[src/rtl/vaxm_pkg.sv]
// Shared types, constants and helper functions for the vec4 ALU with matrix transform.
`timescale 1ns / 1ps
package vaxm_pkg;

  localparam int COMP_W      = 16;
  localparam int FRAC_BITS   = 8;
  localparam int LANES       = 4;
  localparam int SQRT_STAGES = 17;
  localparam int DIV_STAGES  = 24;
  localparam int RAD_W       = 34;
  localparam int LEN_W       = 17;
  localparam int NUM_W       = COMP_W + FRAC_BITS;
  localparam logic signed [COMP_W-1:0] ONE_Q = 16'sh0100;

  typedef enum logic [3:0] {
    OP_ADD  = 4'd0,
    OP_SUB  = 4'd1,
    OP_NEG  = 4'd2,
    OP_SCL  = 4'd3,
    OP_DIV  = 4'd4,
    OP_DOT3 = 4'd5,
    OP_XFRM = 4'd6,
    OP_LEN  = 4'd7,
    OP_NORM = 4'd8,
    OP_LERP = 4'd9
  } op_t;

  typedef enum logic [3:0] {
    REG_ROW0 = 4'd0,
    REG_ROW1 = 4'd1,
    REG_ROW2 = 4'd2,
    REG_ROW3 = 4'd3
  } reg_idx_t;

  typedef struct packed {
    logic [3:0]               opcode;
    logic signed [COMP_W-1:0] a_x;
    logic signed [COMP_W-1:0] a_y;
    logic signed [COMP_W-1:0] a_z;
    logic signed [COMP_W-1:0] a_w;
    logic signed [COMP_W-1:0] b_x;
    logic signed [COMP_W-1:0] b_y;
    logic signed [COMP_W-1:0] b_z;
    logic signed [COMP_W-1:0] b_w;
    logic signed [COMP_W-1:0] scalar_in;
  } cmd_word_t;

  typedef struct packed {
    logic signed [COMP_W-1:0] out_x;
    logic signed [COMP_W-1:0] out_y;
    logic signed [COMP_W-1:0] out_z;
    logic signed [COMP_W-1:0] out_w;
    logic signed [COMP_W-1:0] scalar_out;
    logic                     divide_by_zero;
    logic                     saturated;
  } result_word_t;

  typedef struct packed {
    logic signed [COMP_W-1:0] v;
    logic                     sat;
  } clamp_t;

  typedef struct packed {
    logic [3:0]                  op;
    clamp_t [LANES-1:0]          lane;
    clamp_t                      dot;
    logic [LANES-1:0][NUM_W-1:0] nmag;
    logic [LANES-1:0]            aneg;
    logic                        sneg;
    logic [COMP_W-1:0]           smag;
  } side_t;

  function automatic clamp_t clamp36(input logic signed [35:0] x);
    clamp_t r;
    if (x > 36'sd32767) begin
      r.v   = 16'sh7fff;
      r.sat = 1'b1;
    end else if (x < -36'sd32768) begin
      r.v   = 16'sh8000;
      r.sat = 1'b1;
    end else begin
      r.v   = x[15:0];
      r.sat = 1'b0;
    end
    return r;
  endfunction

  function automatic logic [COMP_W-1:0] mag16(input logic signed [COMP_W-1:0] x);
    return x[COMP_W-1] ? (~x + 16'd1) : x;
  endfunction

endpackage

[src/rtl/vaxm_div.sv]
// Pipelined restoring divider, one quotient bit per stage.
`timescale 1ns / 1ps
module vaxm_div (
  input  logic                       clk,
  input  logic [vaxm_pkg::NUM_W-1:0] num,
  input  logic [vaxm_pkg::LEN_W-1:0] den,
  output logic [vaxm_pkg::NUM_W-1:0] quo
);
  import vaxm_pkg::*;

  logic [NUM_W-1:0] n_q [DIV_STAGES];
  logic [LEN_W-1:0] r_q [DIV_STAGES];
  logic [LEN_W-1:0] d_q [DIV_STAGES];

  for (genvar k = 0; k < DIV_STAGES; k++) begin : g_stage
    logic [NUM_W-1:0] n_i;
    logic [LEN_W-1:0] r_i;
    logic [LEN_W-1:0] d_i;
    logic [LEN_W:0]   rem_t;

    if (k == 0) begin : g_first
      assign n_i = num;
      assign r_i = '0;
      assign d_i = den;
    end else begin : g_next
      assign n_i = n_q[k-1];
      assign r_i = r_q[k-1];
      assign d_i = d_q[k-1];
    end

    assign rem_t = {r_i, n_i[NUM_W-1]};

    always_ff @(posedge clk) begin
      d_q[k] <= d_i;
      if (rem_t >= {1'b0, d_i}) begin
        r_q[k] <= LEN_W'(rem_t - {1'b0, d_i});
        n_q[k] <= {n_i[NUM_W-2:0], 1'b1};
      end else begin
        r_q[k] <= rem_t[LEN_W-1:0];
        n_q[k] <= {n_i[NUM_W-2:0], 1'b0};
      end
    end
  end

  assign quo = n_q[DIV_STAGES-1];

endmodule

[config.mk]
export PLATFORM = sky130hd
export DESIGN_NAME = vaxm_div
export DESIGN_NICKNAME = d
export VERILOG_FILES = /design/src/rtl/vaxm_pkg.sv /design/src/rtl/vaxm_div.sv
export SDC_FILE = /design/constraint.sdc
export NUM_CORES = 2
export LEC_CHECK = 0
export BUFFER_PORTS_ARGS = -buffer_cell sky130_fd_sc_hd__buf_2
export CORE_UTILIZATION = 60
export CTS_BUF_LIST = sky130_fd_sc_hd__clkbuf_4
export DETAILED_ROUTE_END_ITERATION = 10
export PLACE_DENSITY = 0.76
export SLEW_MARGIN = 0
export SYNTH_ARGS = -nofsm -noshare
export SYNTH_HDL_FRONTEND = slang
export SYNTH_SLANG_ARGS = --single-unit
[constraint.sdc]
create_clock -name clk -period 9.4 [get_ports clk]
set_input_delay 0.47 -clock clk [delete_from_list [all_inputs] [get_ports clk]]
set_output_delay 0.47 -clock clk [all_outputs]
set_load 0.01 [all_outputs]
==> flow_summary.ini <==
[setup_path]
required_ns = 10.37
worst_path_largest_cell_delay_ns = 0.54
r2r_slack_ns = 5.73
critPathLaunchType = register
r2r-end = r_q[0][31]
cpMostUsedCell = inv_1
crit-reg2reg-launch = n_q[0][23]
critical_path_class = reg2reg
worstSetupEndpointType = register
cp_max_fo = 18
crit_path_top_delay_cell = a31oi_4
arrival_ns = 4.64
worstPathCellList = inv_1, ha_1, inv_1, fa_1, a211oi_1, o21ai_0, a21oi_2, o31a_1, o221ai_1, a21o_1, a31oi_4, mux2_2
reg2regPathDepth = 12

[placed_design]
portBuffers = 65
place_area_mm2 = 0.05176
gp_congestion = 0.9208
dp_hpwl_um = 69750

[clock_network]
clk_pin_slew_worst_paths_ns = 0.10
ctsLongestPathBuffers = 4
cts_setup_buffers = 0
clk_latency_ns = 1.16
cts_tree = built
cts_root_buffer = clkbuf_4
hold_buffers = 81
cts_inserted_buffers = 340
htree_num_levels = 5
cts-resized-gates = 0
clkSinkCount = 1358

[global_routing]
grt-ovfl-total = 0
antenna_found_initial = 2
grtUsageTotal_pct = 23.04
grt_pass1_vias = 33970
grt_start_max_net_pins = 33
grt_pass1_wl_um = 160700

[timing]
rsz0062_at_grt = false
skew_ns = 0.1033
worst_hold_slack_ns = 0.1726
tightest_slew_ns = 1.289
setup_violations = 0
hold_viol = 0
slew_viol_final = 0
max_freq_mhz = 272.8
setup_tns_ns = 0
slew_headroom_pct = 14.08
final.min_clock_period_ns = 3.666
finalCritPeriodShare_pct = 39.00

[synth]
synthCells = 4688
ys_types = 87
synth-main-ff-cell = dfxtp_1
synth.ff_latch_count = 1358
synth_warnings = 0
yosysTopAreaCell = dfxtp_1
netlist.area_leader.share_pct = 54.01
synth.avg_cell_area_um2 = 10.74
synthTopCellsByArea = dfxtp_1 (54%), ha_1 (9.8%), mux2_2 (4.7%)
syn-num-nets = 5145
syn_area_mm2 = 0.05034
seq_area_frac_synth_pct = 54.01
synth-edff-count = 0
postSynth.asyncResetShare_pct = 0

[routing]
drtPass1Iterations = 6
post_drt_wl_per_cell_um = 15.13
drc = 0
ant_nets = 0
via_count = 33700
vias_per_cell = 5.264
drt_iter0_drc = 1428
drt_wl_total_um = 96880

[floorplan]
fp-row-count = 105
core_area_mm2 = 0.08250
ios = 66
die-area_mm2 = 0.08505
die_h_um = 291.6
start_util_pct = 61.01
die_w_um = 291.6

[layout]
drive_gt1_share_pct = 15.81
mostFrequentLayoutCells = dfxtp_1 (1,358), inv_1 (511), clkbuf_4 (465), ha_1 (393), a21oi_1 (333)
fin_area_mm2 = 0.05651
finalNetCount = 5583
fillCellCount = 6201
area_growth_syn_to_layout_pct = 12.26
final_common_cell = dfxtp_1

[flow_run]
cap_viol_max_count = 0

[power_and_ir_drop]
ir_drop_mv = 0.1802
power.density_mw_per_mm2 = 295.9
leakage_nw = 26.30

[run_status]
outcome = complete, no violations

[worst_hold_path]
hold_class = in2reg
hold_start = num[23]
hold_end = r_q[0][0]
hold_depth = 4
==> Yosys cell counts (all sizes together) (14+ instances only) <==
cell,count
o31a,22
dfxtp,1358
a211oi,40
a21o,104
nand3,47
a21oi,339
nor2b,42
inv,512
o211ai,19
o31ai,19
o21a,45
or3,17
clkbuf,29
or2,14
nor3,83
fa,22
and3,24
ha,393
buf,27
o21ai,217
nor2,263
nand2b,29
o21bai,46
mux2i,20
xnor2,172
mux2,222
a31oi,40
nand4,50
nand2,203
xor2,114
a211o,16
==> power breakdown <==
part / leakage (nW) / internal (mW) / total (mW) / switching [mW]
registers: 11.3 / 6.65 / 7.13 / 0.482
logic: 12.6 / 2.41 / 5.06 / 2.65
clock network: 2.37 / 2.40 / 4.53 / 2.13
==> layout make-up <==
type / instances / area (µm²) / area share [%]
multi-input combinational: 2761 / 20940 / 37.05
inverter: 513 / 1926 / 3.408
antenna: 7 / 17.52 / 0.03100
clock buffer: 465 / 3491 / 6.178
clock inverter: 76 / 432.9 / 0.7661
tap: 1070 / 1339 / 2.369
timing repair buffer: 152 / 1181 / 2.090
sequential: 1358 / 27190 / 48.11
==> logic make-up (layout without fill, tap and decap cells) <==
family | count (synthesis) | count (layout) | synth area share [%]
adders and majority gates | 415 | 415 | 10.64
other | 0 | 7 | 0
buffers and inverters | 569 | 1206 | 4.454
and+or+nand+nor | 814 | 814 | 7.599
DFF | 1358 | 1358 | 54.01
muxes | 242 | 242 | 5.424
xor gates and xnor gates | 286 | 286 | 4.976
AOI/OAI and AO/OA | 1004 | 1004 | 12.89
==> worst max-delay path, delay by kind of cell, from the launching register on <==
family	cells	cell delay, ns
buffers and inverters	2	0.19
AOI/OAI and AO/OA	7	1.87
adders and majority gates	2	0.65
muxes	1	0.40
DFF	1	0.35
==> how the worst max path moves through the flow <==
stage                 from    endpoint  cells past startpoint
2_1_floorplan   n_q[8][23]  r_q[1][25]                     13
3_3_place_gp    n_q[8][23]  r_q[1][18]                     12
3_5_place_dp    n_q[8][23]  r_q[1][19]                     12
4_1_cts        n_q[18][23]  r_q[2][63]                     12
5_1_grt        n_q[18][23]  r_q[2][63]                     12
6_report        n_q[0][23]  r_q[0][31]                     12
==> routing by layer <==
| metal | global-route usage (%) | vias up | share of wire [%] |
|---|---|---|---|
| met4 | 12.49 | 0 | 3.8 |
| met1 | 27.62 | 15488 | 44 |
| met3 | 4.567 | 261 | 4.3 |
| met2 | 38.87 | 830 | 48 |
| met5 | 0 | - | 0 |
| li1 | - | 17121 | - |
==> flip-flops by register name, indices dropped and copies added (netlist names) <==
register	cells
d_q	391
r_q	391
n_q	576
==> per-stage QoR <==
stage	setup slack, ns	instances	utilization [%]	total power [mW]
6_report	5.734	6402	68.49	16.72
5_1_grt	5.529	6402	68.49	17.87
4_1_cts	5.732	6395	68.47	16.85
3_5_place_dp	5.801	5773	62.73	12.19
3_3_place_gp	5.864	5773	62.73	12.06
2_1_floorplan	6.436	4688	-	11.14
Note: power is estimated with default switching activity, not from simulation.
