### src/rtl/vaxm_pkg.sv
// Shared types, constants and helper functions for the vec4 ALU with matrix transform.
`timescale 1ns / 1ps
package vaxm_pkg;

  localparam int COMP_W      = 16;
  localparam int FRAC_BITS   = 8;
  localparam int LANES       = 4;
  localparam int SQRT_STAGES = 17;
  localparam int DIV_STAGES  = 24;
  localparam int RAD_W       = 34;
  localparam int LEN_W       = 17;
  localparam int NUM_W       = COMP_W + FRAC_BITS;
  localparam logic signed [COMP_W-1:0] ONE_Q = 16'sh0100;

  typedef enum logic [3:0] {
    OP_ADD  = 4'd0,
    OP_SUB  = 4'd1,
    OP_NEG  = 4'd2,
    OP_SCL  = 4'd3,
    OP_DIV  = 4'd4,
    OP_DOT3 = 4'd5,
    OP_XFRM = 4'd6,
    OP_LEN  = 4'd7,
    OP_NORM = 4'd8,
    OP_LERP = 4'd9
  } op_t;

  typedef enum logic [3:0] {
    REG_ROW0 = 4'd0,
    REG_ROW1 = 4'd1,
    REG_ROW2 = 4'd2,
    REG_ROW3 = 4'd3
  } reg_idx_t;

  typedef struct packed {
    logic [3:0]               opcode;
    logic signed [COMP_W-1:0] a_x;
    logic signed [COMP_W-1:0] a_y;
    logic signed [COMP_W-1:0] a_z;
    logic signed [COMP_W-1:0] a_w;
    logic signed [COMP_W-1:0] b_x;
    logic signed [COMP_W-1:0] b_y;
    logic signed [COMP_W-1:0] b_z;
    logic signed [COMP_W-1:0] b_w;
    logic signed [COMP_W-1:0] scalar_in;
  } cmd_word_t;

  typedef struct packed {
    logic signed [COMP_W-1:0] out_x;
    logic signed [COMP_W-1:0] out_y;
    logic signed [COMP_W-1:0] out_z;
    logic signed [COMP_W-1:0] out_w;
    logic signed [COMP_W-1:0] scalar_out;
    logic                     divide_by_zero;
    logic                     saturated;
  } result_word_t;

  typedef struct packed {
    logic signed [COMP_W-1:0] v;
    logic                     sat;
  } clamp_t;

  typedef struct packed {
    logic [3:0]                  op;
    clamp_t [LANES-1:0]          lane;
    clamp_t                      dot;
    logic [LANES-1:0][NUM_W-1:0] nmag;
    logic [LANES-1:0]            aneg;
    logic                        sneg;
    logic [COMP_W-1:0]           smag;
  } side_t;

  function automatic clamp_t clamp36(input logic signed [35:0] x);
    clamp_t r;
    if (x > 36'sd32767) begin
      r.v   = 16'sh7fff;
      r.sat = 1'b1;
    end else if (x < -36'sd32768) begin
      r.v   = 16'sh8000;
      r.sat = 1'b1;
    end else begin
      r.v   = x[15:0];
      r.sat = 1'b0;
    end
    return r;
  endfunction

  function automatic logic [COMP_W-1:0] mag16(input logic signed [COMP_W-1:0] x);
    return x[COMP_W-1] ? (~x + 16'd1) : x;
  endfunction

endpackage

### src/rtl/vaxm_sqrt.sv
// Pipelined integer square root, two radicand bits per stage.
`timescale 1ns / 1ps
module vaxm_sqrt (
  input  logic                       clk,
  input  logic [vaxm_pkg::RAD_W-1:0] rad,
  output logic [vaxm_pkg::LEN_W-1:0] root
);
  import vaxm_pkg::*;

  logic [LEN_W:0]   rem_q  [SQRT_STAGES];
  logic [LEN_W-1:0] root_q [SQRT_STAGES];
  logic [RAD_W-1:0] rad_q  [SQRT_STAGES];

  for (genvar k = 0; k < SQRT_STAGES; k++) begin : g_stage
    logic [LEN_W:0]   rem_i;
    logic [LEN_W-1:0] root_i;
    logic [RAD_W-1:0] rad_i;
    logic [LEN_W+2:0] rem_t;
    logic [LEN_W+1:0] trial;

    if (k == 0) begin : g_first
      assign rem_i  = '0;
      assign root_i = '0;
      assign rad_i  = rad;
    end else begin : g_next
      assign rem_i  = rem_q[k-1];
      assign root_i = root_q[k-1];
      assign rad_i  = rad_q[k-1];
    end

    assign rem_t = {rem_i, rad_i[RAD_W-1:RAD_W-2]};
    assign trial = {root_i, 2'b01};

    always_ff @(posedge clk) begin
      rad_q[k] <= {rad_i[RAD_W-3:0], 2'b00};
      if (rem_t >= (LEN_W+3)'(trial)) begin
        rem_q[k]  <= (LEN_W+1)'(rem_t - (LEN_W+3)'(trial));
        root_q[k] <= {root_i[LEN_W-2:0], 1'b1};
      end else begin
        rem_q[k]  <= rem_t[LEN_W:0];
        root_q[k] <= {root_i[LEN_W-2:0], 1'b0};
      end
    end
  end

  assign root = root_q[SQRT_STAGES-1];

endmodule

### config.mk
export PLATFORM = sky130hd
export DESIGN_NAME = vaxm_sqrt
export DESIGN_NICKNAME = d
export VERILOG_FILES = /design/src/rtl/vaxm_pkg.sv /design/src/rtl/vaxm_sqrt.sv
export SDC_FILE = /design/constraint.sdc
export NUM_CORES = 1
export LEC_CHECK = 0
export BUFFER_PORTS_ARGS = -buffer_cell sky130_fd_sc_hd__buf_2
export CORE_ASPECT_RATIO = 0.8
export CORE_MARGIN = 3
export CORE_UTILIZATION = 35
export CTS_CLUSTER_DIAMETER = 80
export CTS_CLUSTER_SIZE = 25
export DETAILED_ROUTE_END_ITERATION = 8
export PLACE_DENSITY_LB_ADDON = 0.08
export SLEW_MARGIN = 15
export SYNTH_ARGS = -nofsm -noshare
export SYNTH_HDL_FRONTEND = slang
export SYNTH_SLANG_ARGS = --single-unit
export TNS_END_PERCENT = 50
### constraint.sdc
create_clock -name clk -period 3.45 [get_ports clk]
set_clock_uncertainty 0.15 [all_clocks]
set_input_delay 0 -clock clk [delete_from_list [all_inputs] [get_ports clk]]
set_output_delay 0 -clock clk [all_outputs]
set_load 0.1 [all_outputs]
==> results of run 1 <==
how the worst max path moves through the flow:
stage | slack (ns) | from | to | cells after the start
floorplan | 0.60 | rem_q[4][8]$_DFF_P_ | rem_q[5][17]$_DFF_P_ | 9
global placement | 0.48 | root_q[4][2]$_DFF_P_ | rem_q[5][17]$_DFF_P_ | 9
detailed placement | 0.44 | root_q[4][3]$_DFF_P_ | rem_q[5][17]$_DFF_P_ | 9
CTS | 0.41 | root_q[4][2]$_DFF_P_ | rem_q[5][17]$_DFF_P_ | 9
global route | 0.17 | root_q[11][1]$_DFF_P_ | rem_q[12][17]$_DFF_P_ | 9
finish | 0.41 | root_q[4][2]$_DFF_P_ | rem_q[5][17]$_DFF_P_ | 9
sequential cells by signal (all words and copies together), names as in the netlist:
register	flops
rem_q	268
rad_q	272
root_q	153
area by class of cell:
cell class	count	area share [%]
flip-flops and latches	693	49.2
multi-input cells	1430	35.9
well taps	924	4.10
repair buffers	138	3.84
clock buffers	43	3.51
inverters	202	2.69
clock inverters	13	0.751
cells in the mapped netlist (28+ instances only):
cell      number  area share [%]
o21ai_1       42            0.85
o21ai_0       75             1.5
xnor2_1      102             3.6
nand2b_1      35            0.88
a21o_1        43             1.3
ha_1         171             8.6
nand2_1      125             1.9
nor3_1        59             1.2
nor2_1       142             2.1
a21oi_1      144             2.9
dfxtp_1      693              56
or3_1         28            0.71
inv_1        198             3.0
xor2_1        97             3.4
mux2_1        31             1.4
nand3_1       30            0.60
stage by stage:
stage	total power, mW	instance area, um^2	util [%]	hold WS, ns	instances
floorplan	13.6	24800	-	-0.122	2354
global placement	14.7	26300	37.8	-0.0481	3318
detailed placement	14.8	26300	37.8	-0.0461	3318
CTS	19.9	28200	40.5	0.178	3443
global route	20.9	28200	40.5	0.184	3443
finish	19.6	28200	40.5	0.175	3443
cell families (layout without fill, tap and decap cells):
| kind of cell | Yosys count | in the layout | share of synthesized area, % |
|---|---|---|---|
| other | 1 | 1 | 0.0151 |
| AND/OR/NAND/NOR | 559 | 559 | 11.4 |
| adder cells (fa/ha/maj) | 171 | 171 | 8.62 |
| AO/OA/AOI/OAI | 442 | 442 | 11.0 |
| flip-flops | 693 | 693 | 55.9 |
| XOR/XNOR | 200 | 200 | 7.08 |
| buffers and inverters | 231 | 396 | 3.50 |
| multiplexers | 57 | 57 | 2.52 |
worst register-to-register path: stages, from the launching register on:
cell and delay [ns]:
dfxtp_1 0.33, inv_1 0.04, ha_1 0.38, nand4b_1 0.14, or4_1 0.51, and3_4 0.21, nor4b_4 0.18, or3_1 0.49
or3_4 0.37, xnor2_2 0.13
cells in the final DEF (no fill, tap or decap), drive strengths merged, types with 6 or more instances in the layout:
cell,count
a211o,8
a211oi,10
a21o,43
a21oi,144
a31oi,10
and3,6
buf,69
clkbuf,43
dfxtp,693
dlygate4sd3,69
ha,171
inv,208
mux2,45
mux2i,12
nand2,125
nand2b,35
nand3,30
nand3b,7
nand4,23
nor2,142
nor2b,24
nor3,59
nor3b,11
nor4,21
o211ai,15
o21a,23
o21ai,117
o21bai,8
o31ai,14
or2,12
or3,29
or4,17
xnor2,103
xor2,97
power groups by stage:
stage | combinational, mW | clock, mW | sequential, mW
global route | 4.86 | 5.49 | 10.5
finish | 4.31 | 4.92 | 10.3
floorplan | 3.26 | 0 | 10.3
global placement | 4.18 | 0 | 10.5
detailed placement | 4.24 | 0 | 10.5
CTS | 4.32 | 5.22 | 10.4
what timing repair did:
item                                   CTS  global route
endpoints found under the hold margin   35             0
hold buffers                            69             0
buffers inserted                         0             0
layer usage:
metal	share of wire (%)	vias up	routed length, um
li1	-	8298	-
met1	54	7297	25700
met2	39	269	18600
met3	4.6	48	2170
met4	1.7	0	813
met5	0	-	0
==> flow_summary.yaml, run 1 <==
worst_setup_path:
  path_class: "reg2reg"
  cp-start-kind: "flop"
  crit_arrival_ns: 3.38
  end_kind: "flop"
  timing.rr.end: "rem_q[5][17]$_DFF_P_"
  cpLargestDelayFamily: "simple AND/OR/NAND/NOR gates"
  path_max_fanout: 14
  ff2ff_setup_slack_ns: 0.41
  required_ns: 3.79
  worst_path_largest_cell_delay_ns: 0.51
  critPathSlowestCell: "or4_1"
  r2r-start: "root_q[4][2]$_DFF_P_"
  ff2ff_path_depth: 9
  path_cells: "inv_1 -> ha_1 -> nand4b_1 -> or4_1 -> and3_4 -> nor4b_4 -> or3_1 -> or3_4 -> xnor2_2"
  critPathBufInv: 1
sta:
  setup_ws_ns: 0.409
  finalCritPeriodShare_pct: 88.2
  rsz0062_at_grt: "no"
  hold_viol_final: 0
  worst_pin_slew_ns: 0.835
  slew_headroom_pct: 43.8
  setup_tns_ns: 0
  drv_slew: 0
  clock.fmax_mhz: 329
  post-route-min-period_ns: 3.04
  setup_viol: 0
power:
  ir_worst_vdd_mv: 0.292
  netSwitchingFraction_pct: 30.0
  p_leak_nw: 13.1
  p_int_mw: 13.7
  power.share.sequential_pct: 52.8
  p_comb_share_pct: 22.0
  power.net_switching_mw: 5.86
  p_per_area_mw_per_mm2: 694
  clockPowerShare_pct: 25.2
logic_synthesis:
  synth_edf_count: 0
  synth_cells: 2354
  syn_area_per_cell_um2: 10.5
  synth_fp_nets: 2560
  yosysSeqAreaShare_pct: 55.9
  yosysWarnings: 0
  synth_cell_types: 75
  ys.flop_type: "dfxtp_1"
  syn_area_mm2: 0.0248
  ys_ff_latch: 693
  async_flop_share_pct: 0
clock_tree:
  cts_sinks: 693
  htreeDepth: 2
  cts_tree: "yes"
  path_clk_slew_ns: 0.09
  root_buffer: "clkbuf_16"
  insertion_delay_ns: 0.59
  cts_resized: 0
  numCtsBuffers: 37
  clk_path_buf_depth: 3
detailed_routing:
  via_per_inst: 4.62
  drt_iter0_drc: 983
  via_count: 15900
  post-route-drc-count: 0
  routed_wl_um: 47200
  firstDrtPassIters: 5
  post_drt_wl_per_cell_um: 13.7
  postRouteAntennaNets: 0
floorplan:
  ioPinCount: 52
  coreArea_mm2: 0.0695
  start_util_pct: 35.7
  die_area_mm2: 0.0742
  num_rows: 86
  die_x_um: 304
  die_h_um: 244
grt:
  use_met2_pct: 18.3
  grt.busiest_layer: "met1"
  use_met3_pct: 2.07
  grt_max_degree: 26
  grt_overflow: 0
  grt_usage_pct: 12.6
  grt_pass1_wl_um: 77900
  grtUsageMet1_pct: 19.3
  grt_antenna_before_repair: 1
  grt_pass1_vias: 15300
min_path:
  hold_class: "reg2reg"
  min_from: "rad_q[0][283]$_DFF_P_"
  hold_path_end: "rad_q[0][317]$_DFF_P_"
  hold_path_depth: 0
placed_design:
  portBuffers: 51
  dp_hpwl_um: 36000
  dpl_worst_slack_ns: 0.440
  place.gp.congestion: 0.858
finish:
  area_growth_pct: 13.5
  nets: 2708
  drive_gt1_share_pct: 6.27
  multi_input_area_mm2: 0.0101
  n_antenna_cell: 0
  fillers: 6814
  seqCellArea_mm2: 0.0139
job:
  drv_cap: 0
status:
  outcome: "completed"
(Power assumes the default switching activity.)
==> run 2, diff against run 1 <==
--- a/config.mk
+++ b/config.mk
@@ -5,6 +5,7 @@
 export SDC_FILE = /design/constraint.sdc
 export NUM_CORES = 1
 export LEC_CHECK = 0
+export ABC_AREA = 1
 export BUFFER_PORTS_ARGS = -buffer_cell sky130_fd_sc_hd__buf_2
 export CORE_ASPECT_RATIO = 0.8
 export CORE_MARGIN = 3
==> flow_summary.yaml, run 2 <==
detailed_routing:
  firstDrtPassIters: 6
  routed_wl_um: 69700
  via_count: 21700
  post_drt_wl_per_cell_um: 14.2
  via_per_inst: 4.41
  post-route-drc-count: 0
  postRouteAntennaNets: 0
  drt_iter0_drc: 1303
sta:
  clock.fmax_mhz: 391
  setup_tns_ns: 0
  setup_viol: 0
  rsz0062_at_grt: "no"
  finalCritPeriodShare_pct: 74.0
  drv_slew: 0
  slew_headroom_pct: 45.2
  post-route-min-period_ns: 2.55
  hold_viol_final: 0
  worst_pin_slew_ns: 0.820
grt:
  grt_usage_pct: 16.1
  grt_overflow: 0
  grt_antenna_before_repair: 0
  grt_pass1_wl_um: 113000
  grt_pass1_vias: 20900
  grt_max_degree: 26
finish:
  final_common_cell: "nand2_1"
  post-route-util_pct: 39.3
  largest_reg_flops: 272
  area_growth_pct: 11.0
  top_register: "rad_q"
  final_area_mm2: 0.0324
  final_cell_mix: "1040 x nand2_1, 693 x dfxtp_1, 552 x inv_1, 262 x nor2_1, 206 x nand3_1"
  reg_top3: "rad_q: 272 flops, rem_q: 268 flops, root_q: 153 flops"
  stdcell_count: 4922
  n_antenna_cell: 0
  nets: 4010
  drive_gt1_share_pct: 8.56
min_path:
  hold_path_end: "rad_q[0][85]$_DFF_P_"
  min_from: "rad_q[0][51]$_DFF_P_"
  hold_class: "reg2reg"
  hold_path_depth: 0
clock_tree:
  numCtsBuffers: 38
  postCtsSetupRepairBufs: 0
  path_clk_slew_ns: 0.09
  htreeDepth: 2
  cts_sinks: 693
  cts_tree: "yes"
  insertion_delay_ns: 0.60
  cts_resized: 0
  clk_path_buf_depth: 3
  root_buffer: "clkbuf_16"
floorplan:
  die_x_um: 329
  ioPinCount: 52
  coreArea_mm2: 0.0824
  start_util_pct: 35.4
  num_rows: 94
  die_area_mm2: 0.0869
  die_h_um: 264
power:
  p_leak_nw: 16.6
  p_per_area_mw_per_mm2: 706
  ir_worst_vdd_mv: 0.429
placed_design:
  placed_cell_area_mm2: 0.0305
  portBuffers: 51
  place.gp.congestion: 0.841
  dp.cells: 4799
  dp_hpwl_um: 55700
logic_synthesis:
  ys.flop_type: "dfxtp_1"
  synth_edf_count: 0
  yosysWarnings: 0
  synthTopCellsByCount: "1040 x nand2_1, 693 x dfxtp_1, 552 x inv_1"
  async_flop_share_pct: 0
  synth_fp_nets: 3875
  yosysTopAreaCellShare_pct: 47.5
  yosysSeqAreaShare_pct: 47.5
  yosys.area.top_type: "dfxtp_1"
  synth.area.top_cells: "dfxtp_1 48%, nand2_1 13%, ha_1 7.3%, inv_1 7.1%, nand3_1 3.5%"
  synth_cell_types: 53
  ys_ff_latch: 693
  syn_area_per_cell_um2: 7.95
  syn_area_mm2: 0.0292
  yosysMostFrequentCell: "nand2_1"
  synth_cells: 3669
worst_setup_path:
  ff2ff_setup_slack_ns: 0.90
  end_kind: "flop"
  timing.rr.end: "rem_q[14][11]$_DFF_P_"
  path_max_fanout: 25
  required_ns: 3.84
  r2r-start: "root_q[13][1]$_DFF_P_"
  cp-start-kind: "flop"
  crit_arrival_ns: 2.95
  path_class: "reg2reg"
  ff2ff_path_depth: 11
job:
  drv_cap: 0
status:
  outcome: "completed"
[run 2: cell count changes after synthesis, sizes merged, moves of 23 or more]
cell	previous run	this run
inv	202	570
xnor2	103	50
o21ai	117	145
nor2b	24	1
nand4	23	49
nor2	142	290
a21oi	144	187
nand3	30	214
xor2	97	59
mux2	45	0
a21o	43	4
or3	29	0
nand2	125	1103
nand2b	35	0
[run 2: report_power, final]
group	total [mW]	switching [mW]	leakage (nW)	internal (mW)
registers	10.7	1.13	5.80	9.52
logic	7.28	4.70	10.2	2.58
clock network	4.95	2.73	0.576	2.22
total	22.9	8.56	16.6	14.3
[run 2: critical path, stage by stage, from the launching register on]
cell	delay (ns)
dfxtp_1	0.39
inv_1	0.06
ha_1	0.35
a21oi_2	0.20
o21ai_2	0.12
nand2_1	0.09
nand2_2	0.07
nand2_2	0.10
nand2_2	0.07
nor2_4	0.62
nand2_1	0.17
nand2_1	0.11
[run 2: through the flow]
stage / total power, mW / hold slack, ns / setup slack (ns)
finish: 22.9 / 0.174 / 0.896
global route: 24.7 / 0.185 / 0.708
CTS: 23.3 / 0.181 / 0.869
detailed placement: 18.1 / -0.0464 / 0.881
global placement: 18.2 / -0.0482 / 0.898
floorplan: 16.0 / -0.122 / 1.56
[run 2: worst max path at each step]
stage	cells after the start	from	endpoint	slack, ns
after floorplan	9	root_q[0][0]$_DFF_P_	rem_q[1][0]$_DFF_P_	1.56
after global placement	11	root_q[13][4]$_DFF_P_	rem_q[14][11]$_DFF_P_	0.90
after global routing	11	root_q[13][1]$_DFF_P_	rem_q[14][3]$_DFF_P_	0.71
after detailed placement	11	root_q[13][1]$_DFF_P_	rem_q[14][11]$_DFF_P_	0.88
after CTS	11	root_q[13][1]$_DFF_P_	rem_q[14][11]$_DFF_P_	0.87
final	11	root_q[13][1]$_DFF_P_	rem_q[14][11]$_DFF_P_	0.90
[run 2: per-layer routing]
metal	routed length, um	vias up	part of all wire (%)	GRT usage [%]
met5	0	-	0	0
met4	1070	0	1.5	3.17
met3	2390	61	3.4	1.97
met2	29700	284	43	25.0
met1	36500	9647	52	24.0
li1	-	11700	-	-
[run 2: area by class of cell]
cell class	count	area [um^2]
clock buffer	40	980
tap	1104	1380
sequential	693	13900
clock inverter	14	193
fill	8636	50000
inverter	572	2160
timing repair buffer	121	953
multi-input combinational	2378	12900
[run 2: kinds of logic after synthesis]
| group | Yosys count | share of synthesized area, % |
|---|---|---|
| flops | 693 | 47.5 |
| simple gates | 1739 | 25.8 |
| fa+ha+maj | 171 | 7.33 |
| buf+inv | 598 | 8.39 |
| compound gates | 358 | 7.62 |
| xor+xnor | 109 | 3.27 |
| other cells | 1 | 0.0129 |
[run 2: timing repair]
action	CTS	global route
hold buffers	69	0
endpoints found under the setup margin	0	0
endpoints found under the hold margin	35	0
